### config.mk
export PLATFORM = sky130hd
export DESIGN_NAME = lz77_window_encoder_flat
export DESIGN_NICKNAME = d
export VERILOG_FILES = /design/src/hw/rtl/lz77we_pkg.sv /design/src/hw/rtl/lz77we_if.sv /design/src/hw/rtl/lz77we_cell.sv /design/src/hw/rtl/lz77_window_encoder.sv /design/src/flat_wrapper.sv
export SDC_FILE = /design/constraint.sdc
export NUM_CORES = 1
export LEC_CHECK = 0
export BUFFER_PORTS_ARGS = -buffer_cell sky130_fd_sc_hd__buf_2
export CAP_MARGIN = 20
export CORE_MARGIN = 8
export CORE_UTILIZATION = 40
export DETAILED_ROUTE_END_ITERATION = 8
export SLEW_MARGIN = 10
export SYNTH_ARGS = -nofsm -noshare
export SYNTH_HDL_FRONTEND = slang
export SYNTH_HIERARCHICAL = 1
export SYNTH_SLANG_ARGS = --single-unit
export TNS_END_PERCENT = 50
### constraint.sdc
create_clock -name clk -period 6.5 [get_ports clk]
set_clock_uncertainty 0.05 [all_clocks]
set_input_delay 1.625 -clock clk [delete_from_list [all_inputs] [get_ports clk]]
set_output_delay 1.625 -clock clk [all_outputs]
set_load 0.005 [all_outputs]
### src/hw/rtl/lz77we_pkg.sv
// shared types, constants and helpers of the lz77 window encoder
`default_nettype none

package lz77we_pkg;

    // window size in bytes, also the number of compare cells
    localparam int WINDOW = 30;

    // widths of the token fields
    localparam int LEN_W  = 5;
    localparam int BYTE_W = 8;

    // broadcast from the control logic to every cell
    typedef struct packed {
        logic              shift;   // a byte is taken this cycle
        logic              keep;    // match goes on, cells keep their hits
        logic              start;   // first byte of a match, every cell is alive
        logic [LEN_W-1:0]  fill;    // window size fixed for this match
        logic [LEN_W-1:0]  len;     // bytes matched so far
        logic [BYTE_W-1:0] data;    // byte under compare
    } cell_ctl_t;

    // index of the highest set bit, 0 when none is set
    function automatic logic [LEN_W-1:0] top_index(input logic [WINDOW-1:0] bits);
        logic [LEN_W-1:0] idx;
        idx = '0;
        for (int i = 0; i < WINDOW; i++) begin
            if (bits[i]) begin
                idx = LEN_W'(i);
            end
        end
        return idx;
    endfunction

endpackage

`default_nettype wire

### src/hw/rtl/lz77we_if.sv
// byte and token channel interfaces of the lz77 window encoder
`default_nettype none

interface lz77we_byte_if;
    logic                        valid;
    logic                        ready;
    logic [lz77we_pkg::BYTE_W-1:0] data_byte;
    logic                        last_byte;

    modport source (output valid, output data_byte, output last_byte, input ready);
    modport sink (input valid, input data_byte, input last_byte, output ready);
endinterface

interface lz77we_token_if;
    logic                         valid;
    logic                         ready;
    logic [lz77we_pkg::LEN_W-1:0]  distance;
    logic [lz77we_pkg::LEN_W-1:0]  match_length;
    logic [lz77we_pkg::BYTE_W-1:0] next_byte;
    logic                         no_next_byte;
    logic                         end_of_string;

    modport source (output valid, output distance, output match_length, output next_byte,
                    output no_next_byte, output end_of_string, input ready);
    modport sink (input valid, input distance, input match_length, input next_byte,
                  input no_next_byte, input end_of_string, output ready);
endinterface

`default_nettype wire

### src/hw/rtl/lz77we_cell.sv
// one window cell: a history byte, its match flag and the byte compare
`default_nettype none

module lz77we_cell #(
    parameter int AGE = 0
) (
    input  wire logic                          clk,
    input  wire logic                          rst_n,
    input  wire lz77we_pkg::cell_ctl_t         ctl,
    input  wire logic [lz77we_pkg::BYTE_W-1:0] hist_in,
    output logic      [lz77we_pkg::BYTE_W-1:0] hist_out,
    output logic                               hit
);

    localparam logic [lz77we_pkg::LEN_W-1:0] AGE_V = lz77we_pkg::LEN_W'(AGE);

    logic [lz77we_pkg::BYTE_W-1:0] hist_reg;
    logic                          cand_reg;
    logic                          cand_next;

    // this cell holds the window byte that the match would compare now
    assign hit = (ctl.start || cand_reg) && (AGE_V < ctl.fill) && (AGE_V >= ctl.len)
                 && (hist_reg == ctl.data);

    assign cand_next = ctl.keep && hit;
    assign hist_out  = hist_reg;

    always_ff @(posedge clk or negedge rst_n) begin
        if (!rst_n) begin
            cand_reg <= 1'b0;
        end
        else if (ctl.shift) begin
            cand_reg <= cand_next;
        end
    end

    always_ff @(posedge clk) begin
        if (ctl.shift) begin
            hist_reg <= hist_in;
        end
    end

endmodule

`default_nettype wire

### src/hw/rtl/lz77_window_encoder.sv
// top level of the greedy lz77 window encoder
`default_nettype none

// Greedy LZ77 encoder over a 30-byte window. Bytes arrive on the bytes channel,
// one request per byte, with last_byte set on the final byte of a string; tokens
// (distance, match_length, next_byte, no_next_byte, end_of_string) leave on the
// tokens channel. The window history sits in a row of cells, one per byte of age,
// and every cell compares its byte with the incoming one in the same cycle, so the
// block takes one byte per clock and a token shows up on the cycle after the byte
// that closes it. Only the output register can hold the input back: a new byte is
// taken whenever that register is empty or being drained. Distance counts back
// from the end of the window to the oldest occurrence of the match; a literal has
// distance and length 0. A match that runs into the end of the string gives a
// token with no_next_byte set and next_byte 0. No clearing pass is needed after
// reset: history bytes are only compared once they were written in the current
// string.
module lz77_window_encoder (
    input  wire logic       clk,
    input  wire logic       rst_n,
    lz77we_byte_if.sink     bytes,
    lz77we_token_if.source  tokens
);

    localparam int W  = lz77we_pkg::WINDOW;
    localparam int LW = lz77we_pkg::LEN_W;
    localparam int BW = lz77we_pkg::BYTE_W;

    // match state
    logic [LW-1:0] fill_reg, fill_next;
    logic [LW-1:0] len_reg, len_next;
    logic [LW-1:0] best_reg, best_next;   // oldest age still matching

    // output register
    logic          out_valid_reg, out_valid_next;
    logic [LW-1:0] dist_reg, dist_next;
    logic [LW-1:0] mlen_reg, mlen_next;
    logic [BW-1:0] nb_reg, nb_next;
    logic          nonext_reg, nonext_next;
    logic          eos_reg, eos_next;

    logic                  take;
    logic                  any_hit;
    logic                  emit;
    logic [W-1:0]          hits;
    logic [BW-1:0]         hist_link [W];
    logic [LW:0]           fill_sum;
    logic [LW-1:0]         hit_top;
    lz77we_pkg::cell_ctl_t ctl;

    // a byte is taken whenever the token slot frees up this cycle
    assign bytes.ready = !out_valid_reg || tokens.ready;
    assign take        = bytes.valid && bytes.ready;

    assign any_hit = |hits;
    assign hit_top = lz77we_pkg::top_index(hits);
    assign emit    = take && (!any_hit || bytes.last_byte);

    always_comb
    begin
        ctl.shift = take;
        ctl.keep  = any_hit && !bytes.last_byte;
        ctl.start = (len_reg == '0);
        ctl.fill  = fill_reg;
        ctl.len   = len_reg;
        ctl.data  = bytes.data_byte;
    end

    // window history: newest byte enters cell 0 and ages one cell per byte
    assign hist_link[0] = bytes.data_byte;

    for (genvar a = 0; a < W; a++) begin : g_cell
        if (a < W - 1) begin : g_mid
            lz77we_cell #(.AGE(a)) u_cell (
                .clk      (clk),
                .rst_n    (rst_n),
                .ctl      (ctl),
                .hist_in  (hist_link[a]),
                .hist_out (hist_link[a+1]),
                .hit      (hits[a])
            );
        end
        else begin : g_end
            lz77we_cell #(.AGE(a)) u_cell (
                .clk      (clk),
                .rst_n    (rst_n),
                .ctl      (ctl),
                .hist_in  (hist_link[a]),
                .hist_out (),
                .hit      (hits[a])
            );
        end
    end

    // window after a break covers the matched bytes and the breaking byte
    assign fill_sum = {1'b0, fill_reg} + {1'b0, len_reg} + (LW+1)'(1);

    always_comb
    begin
        fill_next = fill_reg;
        len_next  = len_reg;
        best_next = best_reg;
        if (take) begin
            if (bytes.last_byte) begin
                // string done, next string starts with an empty window
                fill_next = '0;
                len_next  = '0;
                best_next = '0;
            end
            else if (any_hit) begin
                // prefix grows, remember its oldest occurrence
                len_next  = len_reg + LW'(1);
                best_next = hit_top;
            end
            else begin
                fill_next = (fill_sum > (LW+1)'(W)) ? LW'(W) : fill_sum[LW-1:0];
                len_next  = '0;
                best_next = '0;
            end
        end
    end

    always_comb
    begin
        out_valid_next = out_valid_reg && !tokens.ready;
        dist_next      = dist_reg;
        mlen_next      = mlen_reg;
        nb_next        = nb_reg;
        nonext_next    = nonext_reg;
        eos_next       = eos_reg;
        if (emit) begin
            out_valid_next = 1'b1;
            eos_next       = bytes.last_byte;
            if (any_hit) begin
                // match ran into the end of the string
                dist_next   = hit_top + LW'(1);
                mlen_next   = len_reg + LW'(1);
                nb_next     = '0;
                nonext_next = 1'b1;
            end
            else if (len_reg == '0) begin
                // literal
                dist_next   = '0;
                mlen_next   = '0;
                nb_next     = bytes.data_byte;
                nonext_next = 1'b0;
            end
            else begin
                // match broken by this byte
                dist_next   = best_reg + LW'(1);
                mlen_next   = len_reg;
                nb_next     = bytes.data_byte;
                nonext_next = 1'b0;
            end
        end
    end

    always_ff @(posedge clk or negedge rst_n) begin
        if (!rst_n) begin
            fill_reg      <= '0;
            len_reg       <= '0;
            best_reg      <= '0;
            out_valid_reg <= 1'b0;
        end
        else begin
            fill_reg      <= fill_next;
            len_reg       <= len_next;
            best_reg      <= best_next;
            out_valid_reg <= out_valid_next;
        end
    end

    // token payload, no reset needed
    always_ff @(posedge clk) begin
        dist_reg   <= dist_next;
        mlen_reg   <= mlen_next;
        nb_reg     <= nb_next;
        nonext_reg <= nonext_next;
        eos_reg    <= eos_next;
    end

    assign tokens.valid         = out_valid_reg;
    assign tokens.distance      = dist_reg;
    assign tokens.match_length  = mlen_reg;
    assign tokens.next_byte     = nb_reg;
    assign tokens.no_next_byte  = nonext_reg;
    assign tokens.end_of_string = eos_reg;

    // window never grows past the cell row
    a_fill_bound: assert property (@(posedge clk) disable iff (!rst_n)
        fill_reg <= LW'(W))
        else $error("window fill above window size");

    // an open match always lies inside its window
    a_len_in_window: assert property (@(posedge clk) disable iff (!rst_n)
        len_reg <= fill_reg)
        else $error("match length beyond window fill");

    // an open match has its oldest occurrence no younger than its length minus one, inside the window
    a_best_age: assert property (@(posedge clk) disable iff (!rst_n)
        (len_reg != '0) |-> (best_reg >= len_reg - LW'(1)) && (best_reg < fill_reg))
        else $error("oldest match age out of range");

    // the final byte always closes the string with a token
    a_last_closes: assert property (@(posedge clk) disable iff (!rst_n)
        (take && bytes.last_byte) |=> out_valid_reg && eos_reg
                                      && fill_reg == '0 && len_reg == '0)
        else $error("string end not closed");

endmodule

`default_nettype wire
### src/flat_wrapper.sv
// flat-port wrapper written by rule: the top's interface ports become plain ports
module lz77_window_encoder_flat 
  (clk, rst_n, bytes_valid, bytes_data_byte, bytes_last_byte, bytes_ready, tokens_valid, tokens_distance, tokens_match_length, tokens_next_byte, tokens_no_next_byte, tokens_end_of_string, tokens_ready);
  lz77we_byte_if bytes_i ();
  lz77we_token_if tokens_i ();
  input  wire logic clk;
  input  wire logic rst_n;
  input wire logic [$bits(bytes_i.valid)-1:0] bytes_valid;
  input wire logic [$bits(bytes_i.data_byte)-1:0] bytes_data_byte;
  input wire logic [$bits(bytes_i.last_byte)-1:0] bytes_last_byte;
  output wire logic [$bits(bytes_i.ready)-1:0] bytes_ready;
  output wire logic [$bits(tokens_i.valid)-1:0] tokens_valid;
  output wire logic [$bits(tokens_i.distance)-1:0] tokens_distance;
  output wire logic [$bits(tokens_i.match_length)-1:0] tokens_match_length;
  output wire logic [$bits(tokens_i.next_byte)-1:0] tokens_next_byte;
  output wire logic [$bits(tokens_i.no_next_byte)-1:0] tokens_no_next_byte;
  output wire logic [$bits(tokens_i.end_of_string)-1:0] tokens_end_of_string;
  input wire logic [$bits(tokens_i.ready)-1:0] tokens_ready;
  assign bytes_i.valid = bytes_valid;
  assign bytes_i.data_byte = bytes_data_byte;
  assign bytes_i.last_byte = bytes_last_byte;
  assign bytes_ready = bytes_i.ready;
  assign tokens_valid = tokens_i.valid;
  assign tokens_distance = tokens_i.distance;
  assign tokens_match_length = tokens_i.match_length;
  assign tokens_next_byte = tokens_i.next_byte;
  assign tokens_no_next_byte = tokens_i.no_next_byte;
  assign tokens_end_of_string = tokens_i.end_of_string;
  assign tokens_i.ready = tokens_ready;
  lz77_window_encoder u_core (.clk(clk), .rst_n(rst_n), .bytes(bytes_i), .tokens(tokens_i));
endmodule
# Yosys cells after proc, flatten, opt, wreduce, memory -nomap -nowiden
# Cells that the tools add are included.
[word_totals] wordCells=371 mem_bits_rw=0 input_bits=13 rom_bits=0 mem_count=0 output_inout_bits=22 ff_bits=306 latch_bits=0
[op_classes] magnitude_cmp=61 eq_ne=31 reduce_logical=163 multipliers=0 muxes=42 div=0 n_addsub=5 n_shift=0 n_bitwise=0
[ops] op="8-bit == test" count=30
[ops] op="5-bit two-way mux" count=39
[ops] op="1-bit logical AND" count=124
[ops] op="5-bit >= comparator, first input constant" count=14
[ops] op="5-bit less-than comparator, first input constant" count=14
[ops] op="4-bit by 5-bit >= comparator with 1-bit output, first input constant" count=8
[ops] op="4-bit by 5-bit less-than comparator with 1-bit output, first input constant" count=8
[ops] op="1-bit logical OR" count=32
[ops] op="30-bit OR reduction" count=1
[ops] op="3-bit by 5-bit >= comparator with 1-bit output, first input constant" count=4
[ops] op="3-bit by 5-bit less-than comparator with 1-bit output, first input constant" count=4
[ops] op="5-bit by 1-bit adder with 5-bit output, second input constant" count=3
[ops] op="1-bit by 5-bit >= comparator with 1-bit output, first input constant" count=2
[ops] op="2-bit by 5-bit >= comparator with 1-bit output, first input constant" count=2
[ops] op="1-bit by 5-bit less-than comparator with 1-bit output, first input constant" count=2
[ops] op="2-bit by 5-bit less-than comparator with 1-bit output, first input constant" count=2
[ops] op="5-bit by 5-bit adder with 6-bit output" count=1
[ops] op="6-bit by 1-bit adder with 6-bit output, second input constant" count=1
[ops] op="6-bit by 5-bit > comparator with 1-bit output, second input constant" count=1
[ops] op="5-bit zero test" count=1
[ops] op="1-bit zero test" count=4
[ops] op="1-bit two-way mux" count=3
[ops] op="2-bit != test, second input constant" count=1
[ops] op="2-bit AND reduction" count=1

# Longest topological paths before layout
# Gate-level depths: netlist of run 1.
[logic_depth] depth_word=36 mapped_depth=16 ltp_nobuf=16

# Cells and area by module
# Netlist of run 1, hierarchy kept.
[by_module_without_submodules] mod="lz77_window_encoder" instances=1 area_per_inst_um2=2189.6 cells_each=215 seq_area_each_um2=1001.0
[by_module_without_submodules] mod="lz77we_cell at u_core.g_cell[18].g_mid.u_cell ..." instances=2 area_per_inst_um2=415.4 cells_each=25 seq_area_each_um2=265.3
[by_module_without_submodules] mod="lz77we_cell at u_core.g_cell[22].g_mid.u_cell ..." instances=2 area_per_inst_um2=412.9 cells_each=28 seq_area_each_um2=265.3
[by_module_without_submodules] mod="lz77we_cell at u_core.g_cell[13].g_mid.u_cell ..." instances=2 area_per_inst_um2=395.4 cells_each=26 seq_area_each_um2=265.3
[by_module_without_submodules] mod="lz77we_cell at u_core.g_cell[1].g_mid.u_cell" instances=1 area_per_inst_um2=442.9 cells_each=30 seq_area_each_um2=265.3
[by_module_without_submodules] mod="lz77we_cell at u_core.g_cell[0].g_mid.u_cell" instances=1 area_per_inst_um2=425.4 cells_each=30 seq_area_each_um2=265.3
[by_module_without_submodules] mod="lz77we_cell at u_core.g_cell[14].g_mid.u_cell" instances=1 area_per_inst_um2=424.2 cells_each=26 seq_area_each_um2=265.3
[by_module_without_submodules] mod="lz77we_cell at u_core.g_cell[10].g_mid.u_cell" instances=1 area_per_inst_um2=421.7 cells_each=33 seq_area_each_um2=265.3
[by_module_without_submodules] mod="lz77we_cell at u_core.g_cell[27].g_mid.u_cell" instances=1 area_per_inst_um2=421.7 cells_each=29 seq_area_each_um2=265.3
[by_module_without_submodules] mod="lz77we_cell at u_core.g_cell[11].g_mid.u_cell" instances=1 area_per_inst_um2=420.4 cells_each=30 seq_area_each_um2=265.3
[by_module_without_submodules] mod="lz77we_cell at u_core.g_cell[20].g_mid.u_cell" instances=1 area_per_inst_um2=419.2 cells_each=29 seq_area_each_um2=265.3
[by_module_without_submodules] mod="lz77we_cell at u_core.g_cell[9].g_mid.u_cell" instances=1 area_per_inst_um2=419.2 cells_each=27 seq_area_each_um2=265.3
[by_module_without_submodules] mod="lz77we_cell at u_core.g_cell[8].g_mid.u_cell" instances=1 area_per_inst_um2=415.4 cells_each=31 seq_area_each_um2=265.3
[by_module_without_submodules] mod="lz77we_cell at u_core.g_cell[2].g_mid.u_cell" instances=1 area_per_inst_um2=411.6 cells_each=26 seq_area_each_um2=265.3
[by_module_without_submodules] mod="+14 rows"

# Worst setup path after synthesis of run 1
# Ideal clock, no wire load.
[synth_timing] path_type="input-to-reg" from="in tokens_ready" to="reg u_core.g_cell[10].g_mid.u_cell.cand_reg" required_ns=6.269 stages=5 t_arrival_ns=8.222 n_path_buf=0 path_slack_ns=-1.953 setup_time_ns=0.181 path_cell_list="nand2b_1 nand2_1 inv_1 nand3_1 o32ai_2"
[synth_lines] element="start: declaration" line_no="flat_wrapper.sv:18" text="input wire logic [$bits(tokens_i.ready)-1:0] tokens_ready;"
[synth_lines] element="end signal: assignment" line_no="lz77we_cell.sv:33" text="cand_reg <= cand_next;"
[synth_lines] element="end: declaration" line_no="lz77we_cell.sv:18" text="logic cand_reg;"

==> results of run 1 <==
[how the worst min path moves through the flow]
| stage | start | endpoint | depth (start not counted) |
|---|---|---|---|
| 3_5_place_dp | u_core/g_cell[10].g_mid.u_cell/hist_out[1] | u_core/g_cell[11].g_mid.u_cell/hist_out[1] | 0 |
| 3_3_place_gp | u_core/g_cell[10].g_mid.u_cell/hist_out[1] | u_core/g_cell[11].g_mid.u_cell/hist_out[1] | 0 |
| 2_1_floorplan | u_core/g_cell[10].g_mid.u_cell/hist_out[1] | u_core/g_cell[11].g_mid.u_cell/hist_out[1] | 0 |
| 5_1_grt | u_core/g_cell[3].g_mid.u_cell/hist_out[3] | u_core/g_cell[4].g_mid.u_cell/hist_out[3] | 0 |
| 6_report | u_core/g_cell[10].g_mid.u_cell/hist_out[1] | u_core/g_cell[11].g_mid.u_cell/hist_out[1] | 0 |
| 4_1_cts | u_core/g_cell[10].g_mid.u_cell/hist_out[1] | u_core/g_cell[11].g_mid.u_cell/hist_out[1] | 0 |
[per-stage QoR]
step	util (%)	setup slack, ns	TNS (ns)	hold WS (ns)
6_report	46.8	1.38	0	0.412
5_1_grt	46.8	1.19	0	0.421
4_1_cts	46.8	1.43	0	0.408
3_5_place_dp	43.6	1.01	0	0.393
3_3_place_gp	43.6	1.03	0	0.387
2_1_floorplan	-	-0.0609	-14.71	0.376
[report_power, final]
part	internal [uW]	leakage (uW)	switching [uW]	total [uW]
logic	165	0.00208	272	437
clock network	1180	0.000558	778	1960
registers	2260	0.00312	69.4	2330
total	3600	0.00576	1120	4720
[logic make-up (layout without fill, tap and decap cells)]
logic type,after synthesis,after routing
buf+inv,28,158
flops,306,306
simple gates,277,277
compound gates,161,161
fa+ha+maj,10,10
xor+xnor,244,244
mux,2,2
[cells in the final DEF (no fill, tap or decap), types with 5 or more instances in the layout]
cell         n
edfxtp_1   260
xnor2_1    173
xor2_1      71
dfrtp_1     46
nor2_1      43
nand4_1     40
clkbuf_16   37
buf_2       34
buf_4       34
nand2_1     33
o21ai_0     27
nor2b_1     26
inv_1       22
nand3_1     19
a21oi_1     19
a31o_1      18
nor4_2      16
nor3_1      15
or4_1       12
nor4_1      11
and2_1      10
ha_1         9
nor3_2       9
clkbuf_1     8
nor3b_1      8
o211ai_1     7
a22o_1       7
a21o_1       7
o22ai_1      7
o2111ai_1    7
clkinv_2     6
a31oi_1      6
nand2b_1     6
a211o_1      6
clkinv_1     5
or3_1        5
[critical path: stages, from the launching register on]
cell and delay [ns]:
dfrtp_1 0.37, inv_1 0.12, ha_1 0.16, or4b_2 0.68, inv_1 0.44, buf_4 0.28, o22ai_1 0.08, or4_1 0.51
nor3_1 0.49, o31ai_1 0.16, a2111oi_0 0.70, o32ai_1 0.24, ha_1 0.30, a311oi_1 0.22, a31oi_1 0.07
[routing by layer]
layer / vias to the layer above / track usage [%]
li1: 4134 / -
met1: 4541 / 23.6
met2: 314 / 27.3
met3: 58 / 2.71
met4: 0 / 5.30
met5: - / 0
[final cells by class]
class	instances	area, um2
Multi-Input combinational cell	694	5390
Fill cell	3168	18900
Inverter	24	96.3
Timing Repair Buffer	71	485
Tap cell	461	577
Clock buffer	47	983
Clock inverter	16	155
Sequential cell	306	8960
==> results_dict.tcl, run 1 <==
set metrics [dict create \
    synth_compound_area_share_pct 9.04 \
    die_h_um 206 \
    syn_avg_cell_area_um2 14.0 \
    fmax_ghz 0.195 \
    reg2reg_slack_ns 1.38 \
    wl_met3_mm 2.25 \
    yosys.area.top_type_share_pct 54.1 \
    num_antenna_cells 0 \
    power.density_nw_per_um2 284 \
    finalHoldViolCount 0 \
    clock_latency_ns 0.53 \
    end_kind "flop" \
    synth_edf_count 260 \
    critical_path_class "reg2reg" \
    crit_start "u_core/len_reg[0]" \
    initial_core_util_pct 40.6 \
    cts_resized 0 \
    wl_per_cell_um 22.1 \
    grt_pass1_wl_mm 55.9 \
    timing.rr.start "u_core/len_reg[0]" \
    cts_inserted_buffers 35 \
    yosysSeqAreaShare_pct 62.0 \
    hold_buffers 0 \
    antenna_found_initial 0 \
    grt_pass1_vias 9221 \
    synthMuxAreaShare_pct 0.147 \
    nNetsFinal 1155 \
    grt_setup_unrepaired "no" \
    post-route-min-period_ns 5.12 \
    crit_path_end "u_core/tokens.distance[4]" \
    synthTopCellsByArea "edfxtp_1, xnor2_1, dfrtp_1, xor2_1, nand4_1" \
    grt_overflow 0 \
    cp.required_ns 6.71 \
    drive_gt1_share_pct 16.6 \
    clk_pin_slew_ns 0.06 \
    hold_path_class "reg2reg" \
    wl_mm 35.8 \
    critPathArrivalTime_ns 5.33 \
    cts_max_level 2 \
    dieArea_um2 42400 \
    grt_max_degree 73 \
    final_max_slew_viol_count 0 \
    m1WireLength_mm 16.1 \
    synth-async-reset-ratio_pct 15.0 \
    crit_fanout 12 \
    via_count 9047 \
    syn_inst 1028 \
    synthesis.area_um2 14400 \
    post_cts_buffers 0 \
    power.total_uw 4720 \
    yosysWarnings 6 \
    root_buffer "clkbuf_16" \
    yosysMostFrequentCell "edfxtp_1" \
    io_pins 35 \
    rows 69 \
    core_um2 35600 \
    synth.distinct_cells 78 \
    maxCapViolCount 0 \
    synth_top_family_by_area "XOR/XNOR gates" \
    timing.rr.end "u_core/tokens.distance[4]" \
    synthAdderAreaFrac_pct 0.918 \
    syn_nets 1051 \
    post-route-period-util_pct 78.8 \
    dp.cells 1556 \
    port_buffers 34 \
    drt_iter0_markers 758 \
    grtUsageTotal_pct 17.1 \
    ff2ff_path_depth 14 \
    yosys.area_share.simple_pct 12.3 \
    drtPass1Iterations 5 \
    status "finished clean" \
    met2_length_mm 16.7 \
    relSlewSlack_pct 40.4 \
    die_w_um 206 \
    drc 0 \
    dr.max_layer_used "met4" \
    viasPerCell 5.59 \
    peakVddDrop_v 0.000193 \
    ys_seq_elements 306 \
    synth_top_flop_cell "edfxtp_1" \
    synth_xor_area_share_pct 14.8 \
    synth_commonest_cells "edfxtp_1, xnor2_1, xor2_1, dfrtp_1, nor2_1" \
    hpwl_mm 23.3 \
    stdcell_count 1619 \
    synth_top_cell_by_area "edfxtp_1" \
    worst_pin_slew_ns 0.894 \
    ant_nets 0 \
    leakage_uw 0.00576 \
    area_growth_pct 15.3 \
    clock_sinks 306 \
    cts_tree "built" \
    setup_viol_count_final 0 \
    cp-start-kind "flop" \
    largest_register_ff_count 232 \
    design_area_um2 16600 \
    clock_path_buffers 3 \
    gp_congestion 0.781 \
    placed_area_um2 15500 \
]
(Power assumes the default switching activity.)
==> inputs of run 2 (changes only) <==
--- a/config.mk
+++ b/config.mk
@@ -5,6 +5,7 @@
 export SDC_FILE = /design/constraint.sdc
 export NUM_CORES = 1
 export LEC_CHECK = 0
+export ABC_AREA = 1
 export BUFFER_PORTS_ARGS = -buffer_cell sky130_fd_sc_hd__buf_2
 export CAP_MARGIN = 20
 export CORE_MARGIN = 8
==> constraint.sdc (replaced) <==
create_clock -name clk -period 4.4 [get_ports clk]
set_clock_uncertainty 0.05 [all_clocks]
set_input_delay 1.1 -clock clk [delete_from_list [all_inputs] [get_ports clk]]
set_output_delay 1.1 -clock clk [all_outputs]
set_load 0.005 [all_outputs]
==> results_dict.tcl, run 2 <==
set metrics [dict create \
    critPathMaxStageDelay_ns 0.36 \
    worst_path_max_delay_cell "dfrtp_1" \
    synthTopCellsByArea "edfxtp_1, nand2_1, inv_1, dfrtp_1, nor2_1" \
    cts_inserted_buffers 37 \
    synth_top_cell_by_area "edfxtp_1" \
    finalHoldViolCount 0 \
    dp.cells 3100 \
    grt_pass1_vias 14171 \
    yosys.area.top_type_share_pct 43.7 \
    end_kind "flop" \
    syn_nets 2415 \
    area_growth_pct 15.9 \
    fmax_ghz 0.252 \
    drc 0 \
    clock_sinks 306 \
    synth_top_flop_cell "edfxtp_1" \
    peakVddDrop_v 0.000259 \
    relSlewSlack_pct 46.3 \
    yosysWarnings 6 \
    timing.rr.end "u_core/tokens.distance[4]" \
    clock_latency_ns 0.55 \
    grt_pass1_wl_mm 78.5 \
    timing.rr.start "u_core/len_reg[0]" \
    whs_path_depth 0 \
    status "finished clean" \
    synthesis.area_um2 17800 \
    nNetsFinal 2571 \
    die_w_um 227 \
    grt_overflow 0 \
    largest_register_ff_count 232 \
    clk_pin_slew_ns 0.06 \
    antenna_found_initial 0 \
    wl_per_cell_um 15.8 \
    viasPerCell 4.72 \
    syn_inst 2392 \
    final_common_cell "nand2_1" \
    cts_max_level 2 \
    drtPass1Iterations 5 \
    ff2ff_path_depth 39 \
    syn_avg_cell_area_um2 7.46 \
    setup_slack_ns 0.426 \
    critical_path_class "reg2reg" \
    final_max_slew_viol_count 0 \
    post-route-period-util_pct 90.3 \
    core_um2 44100 \
    synth_edf_count 260 \
    leakage_uw 0.0107 \
    ys_seq_elements 306 \
    grtUsageTotal_pct 19.5 \
    worst_pin_slew_ns 0.805 \
    dpl_worst_slack_ns -0.0198 \
    yosysSeqAreaShare_pct 50.2 \
    drt_iter0_markers 1179 \
    dieArea_um2 51600 \
    stdcell_count 3169 \
    cp_common_cell "nand2_1" \
    crit_fanout 9 \
    setup_viol_count_final 0 \
    drive_gt1_share_pct 10.7 \
    fillers 4352 \
    gp_congestion 0.884 \
    hpwl_mm 33.8 \
    synth-async-reset-ratio_pct 15.0 \
    cp.required_ns 4.63 \
    io_pins 35 \
    timing.hold.ws_ns 0.400 \
    synth.distinct_cells 45 \
    power.total_uw 7490 \
    post-route-min-period_ns 3.97 \
    die_h_um 227 \
    initial_core_util_pct 40.5 \
    cts_tree "built" \
    critPathArrivalTime_ns 4.20 \
    final_cell_mix "nand2_1, inv_1, nor2_1" \
    grt_max_degree 88 \
    hold_start "u_core/g_cell[26].g_mid.u_cell/hist_out[6]" \
    grt_setup_unrepaired "no" \
    holdPathEnd "u_core/g_cell[27].g_mid.u_cell/hist_out[6]" \
    reg2reg_slack_ns 0.43 \
    via_count 14957 \
    utilization_pct 46.9 \
    root_buffer "clkbuf_16" \
    power.density_nw_per_um2 362 \
    cp-start-kind "flop" \
    synth_commonest_cells "nand2_1, inv_1, nor2_1, edfxtp_1, nand3_1" \
    hold_buffers 0 \
    clock_path_buffers 3 \
    rows 77 \
    hold_path_class "reg2reg" \
    yosysMostFrequentCell "nand2_1" \
    port_buffers 34 \
    wl_mm 50.0 \
    ant_nets 0 \
    maxCapViolCount 0 \
]
run 2: cell type report:
cell class | count | area [um2] | share of cell area (%)
sequential | 306 | 8960 | 43.3
multi-input combinational | 1505 | 6730 | 32.5
inverter | 579 | 2190 | 10.6
clock buffer | 56 | 1100 | 5.31
timing repair buffer | 119 | 916 | 4.43
tap | 592 | 741 | 3.58
clock inverter | 11 | 58.8 | 0.284
antenna | 1 | 2.50 | 0.0121
run 2: report_power, final:
group          total (uW)  switching, uW  internal, uW
clock network        2950           1230          1720
registers            3530            138          3390
logic                1010            685           322
run 2: worst max-delay path by stage:
| stage | depth (start not counted) | start | slack (ns) | endpoint |
|---|---|---|---|---|
| after global placement | 38 | bytes_data_byte[5] | -0.01 | u_core/tokens.distance[4] |
| after floorplan | 20 | u_core/len_reg[1] | -0.53 | u_core/tokens.distance[0] |
| after global routing | 41 | u_core/len_reg[0] | 0.02 | u_core/tokens.distance[2] |
| after detailed placement | 33 | bytes_data_byte[4] | -0.02 | u_core/tokens.distance[2] |
| after CTS | 39 | u_core/len_reg[0] | 0.22 | u_core/tokens.distance[4] |
| final | 39 | u_core/len_reg[0] | 0.43 | u_core/tokens.distance[4] |
run 2: logic make-up after synthesis:
family	after synthesis	synth area share (%)
adders and majority gates	10	0.743
buffers and inverters	581	12.2
and+or+nand+nor	1365	32.0
AOI/OAI and AO/OA	91	2.85
xor gates and xnor gates	39	2.00
DFF	306	50.2
run 2: critical path: cells and delay by family (launching register included):
kind	cells	cell delay [ns]
simple gates	30	1.82
compound gates	3	0.51
fa+ha+maj	2	0.39
flops	1	0.36
buf+inv	4	0.56
run 2: timing repair:
item	in CTS	in global routing
setup buffers	0	1
hold endpoints to repair	0	0
gates resized for setup	0	6
setup endpoints to repair	0	4
run 2: per-layer routing:
layer / wire length [um] / track usage [%] / share of wire [%]
met3: 2810 / 2.50 / 5.6
met4: 1230 / 6.31 / 2.5
met1: 22900 / 26.6 / 46
met5: 0 / 0 / 0
met2: 23000 / 31.9 / 46
run 2: stage by stage:
stage	TNS [ns]	cell area, um2
final	0	20700
after global routing	0	20700
after CTS	0	20700
after detailed placement	-0.0255	19500
after global placement	-0.0126	19500
after floorplan	-11.62	17900
==> inputs of run 3 (changes only) <==
--- a/config.mk
+++ b/config.mk
@@ -8,7 +8,6 @@
 export ABC_AREA = 1
 export BUFFER_PORTS_ARGS = -buffer_cell sky130_fd_sc_hd__buf_2
 export CAP_MARGIN = 20
-export CORE_MARGIN = 8
 export CORE_UTILIZATION = 40
 export DETAILED_ROUTE_END_ITERATION = 8
 export SLEW_MARGIN = 10
==> results_dict.tcl, run 3 (synthesis gave the netlist of run 2 again) <==
set metrics [dict create \
    hpwl_mm 34.7 \
    area_growth_pct 15.8 \
    relSlewSlack_pct 45.8 \
    timing.rr.start "u_core/len_reg[0]" \
    cts_tree "built" \
    clock_latency_ns 0.55 \
    cp_common_cell "nand2_1" \
    power.switching_uw 2080 \
    pwr-share-seq_pct 46.6 \
    drive_gt1_share_pct 10.5 \
    hold_path_class "reg2reg" \
    stdcell_count 3168 \
    grtUsageTotal_pct 23.2 \
    setup_viol_count_final 0 \
    maxCapViolCount 0 \
    clk_pin_slew_ns 0.07 \
    critPathMaxStageDelay_ns 0.35 \
    clockPowerShare_pct 39.9 \
    dp.cells 3100 \
    cp.required_ns 4.65 \
    rows 77 \
    hold_start "u_core/g_cell[13].g_mid.u_cell/hist_out[2]" \
    dieArea_um2 45500 \
    drtPass1Iterations 5 \
    port_buffers 34 \
    grt_setup_unrepaired "no" \
    final_common_cell "nand2_1" \
    initial_core_util_pct 40.5 \
    drc 0 \
    post-route-min-period_ns 3.94 \
    ant_nets 0 \
    worst_pin_slew_ns 0.813 \
    grt_pass1_vias 14384 \
    leakage_uw 0.0107 \
    nNetsFinal 2570 \
    io_pins 35 \
    ff2ff_path_depth 39 \
    post-route-period-util_pct 89.5 \
    critPathArrivalTime_ns 4.18 \
    p_comb_share_pct 13.5 \
    grt_pass1_wl_mm 80.0 \
    utilization_pct 46.8 \
    fmax_ghz 0.254 \
    crit_fanout 9 \
    critical_path_class "reg2reg" \
    end_kind "flop" \
    die_w_um 213 \
    drt_iter0_markers 1233 \
    die_h_um 213 \
    tns_ns 0 \
    power.density_nw_per_um2 366 \
    cts_max_level 2 \
    clock_path_buffers 3 \
    viasPerCell 4.74 \
    largest_register_ff_count 232 \
    cp-start-kind "flop" \
    wl_mm 51.0 \
    final_max_slew_viol_count 0 \
    grt_max_degree 83 \
    grt_overflow 0 \
    wl_per_cell_um 16.1 \
    root_buffer "clkbuf_16" \
    cts_inserted_buffers 37 \
    clock_sinks 306 \
    crit_start "u_core/len_reg[0]" \
    final_cell_mix "nand2_1, inv_1, nor2_1" \
    peakVddDrop_v 0.000254 \
    internal_power_uw 5500 \
    power_switching_share_pct 27.4 \
    status "finished clean" \
    worst_path_max_delay_cell "dfrtp_1" \
    num_antenna_cells 0 \
    core_um2 44100 \
    antenna_found_initial 0 \
    timing.hold.ws_ns 0.403 \
    finalHoldViolCount 0 \
    via_count 15015 \
    whs_path_depth 0 \
    gp_congestion 0.886 \
]
## run 3: cell types whose count changed in the layout (fill, tap and decap cells not counted), moves of 2 or more
cell / before / now
buf_12: 8 / 6
bufinv_16: 0 / 2
clkbuf_8: 8 / 2
clkinv_1: 5 / 8
clkinv_2: 6 / 8
## run 3: layout make-up
type	instances	area, um2
clock buffers	51	1040
clock inverters	17	131
fillers	4372	23500
inverters	579	2190
multi-input cells	1505	6720
flip-flops and latches	306	8960
well taps	592	741
repair buffers	118	883
## run 3: per-stage QoR
| stage | setup slack (ns) | instance area, um2 | total power [uW] |
|---|---|---|---|
| after global placement | -0.0723 | 19500 | 4590 |
| after global routing | 0.00637 | 20700 | 7920 |
| after detailed placement | -0.0486 | 19500 | 4610 |
| after CTS | 0.304 | 20700 | 7650 |
| after floorplan | -0.535 | 17900 | 4160 |
| final | 0.464 | 20700 | 7570 |
## run 3: path summary, 6_finish.rpt
| path | end | slack, ns |
|---|---|---|
| hold / removal | u_core/g_cell[14].g_mid.u_cell/hist_out[2] | 0.40 |
| min in group asynchronous | u_core/g_cell[29].g_end.u_cell/cand_reg | 0.58 |
| setup / recovery | u_core/tokens.distance[4] | 0.46 |
| hold reg to reg | u_core/g_cell[14].g_mid.u_cell/hist_out[2] | 0.40 |
| max in group asynchronous | u_core/fill_reg[4] | 2.78 |
| setup reg to reg | u_core/tokens.distance[4] | 0.46 |
## run 3: repair_timing
item | 4_1_cts | 5_1_grt
hold endpoints to repair | 0 | 0
endpoints found under the setup margin | 0 | 3
buffers inserted | 0 | 0
hold buffers | 0 | 0
gates resized for setup | 0 | 4
## run 3: power by group through the flow
stage / Combinational, uW / Sequential, uW / Clock (uW)
after floorplan: 583 / 3570 / 0
after global placement: 1000 / 3580 / 0
after detailed placement: 1020 / 3590 / 0
after CTS: 1020 / 3530 / 3100
after global routing: 1150 / 3560 / 3210
final: 1020 / 3530 / 3020
## run 3: per-layer routing
| layer | share of wire, % | routed length [um] | global-route usage, % | vias to the layer above |
|---|---|---|---|---|
| li1 | - | - | - | 7534 |
| met1 | 45 | 22900 | 30.7 | 7016 |
| met2 | 47 | 24100 | 39.1 | 372 |
| met3 | 5.3 | 2690 | 3.27 | 93 |
| met4 | 2.6 | 1310 | 7.76 | 0 |
| met5 | 0 | 0 | 0 | - |
## run 3: critical path, delay by kind of cell, from the launching register on
kind	cells	cell delay (ns)
buffers and inverters	4	0.68
AO/OA/AOI/OAI	3	0.42
AND/OR/NAND/NOR	30	1.79
adder cells (fa/ha/maj)	2	0.38
flip-flops	1	0.35
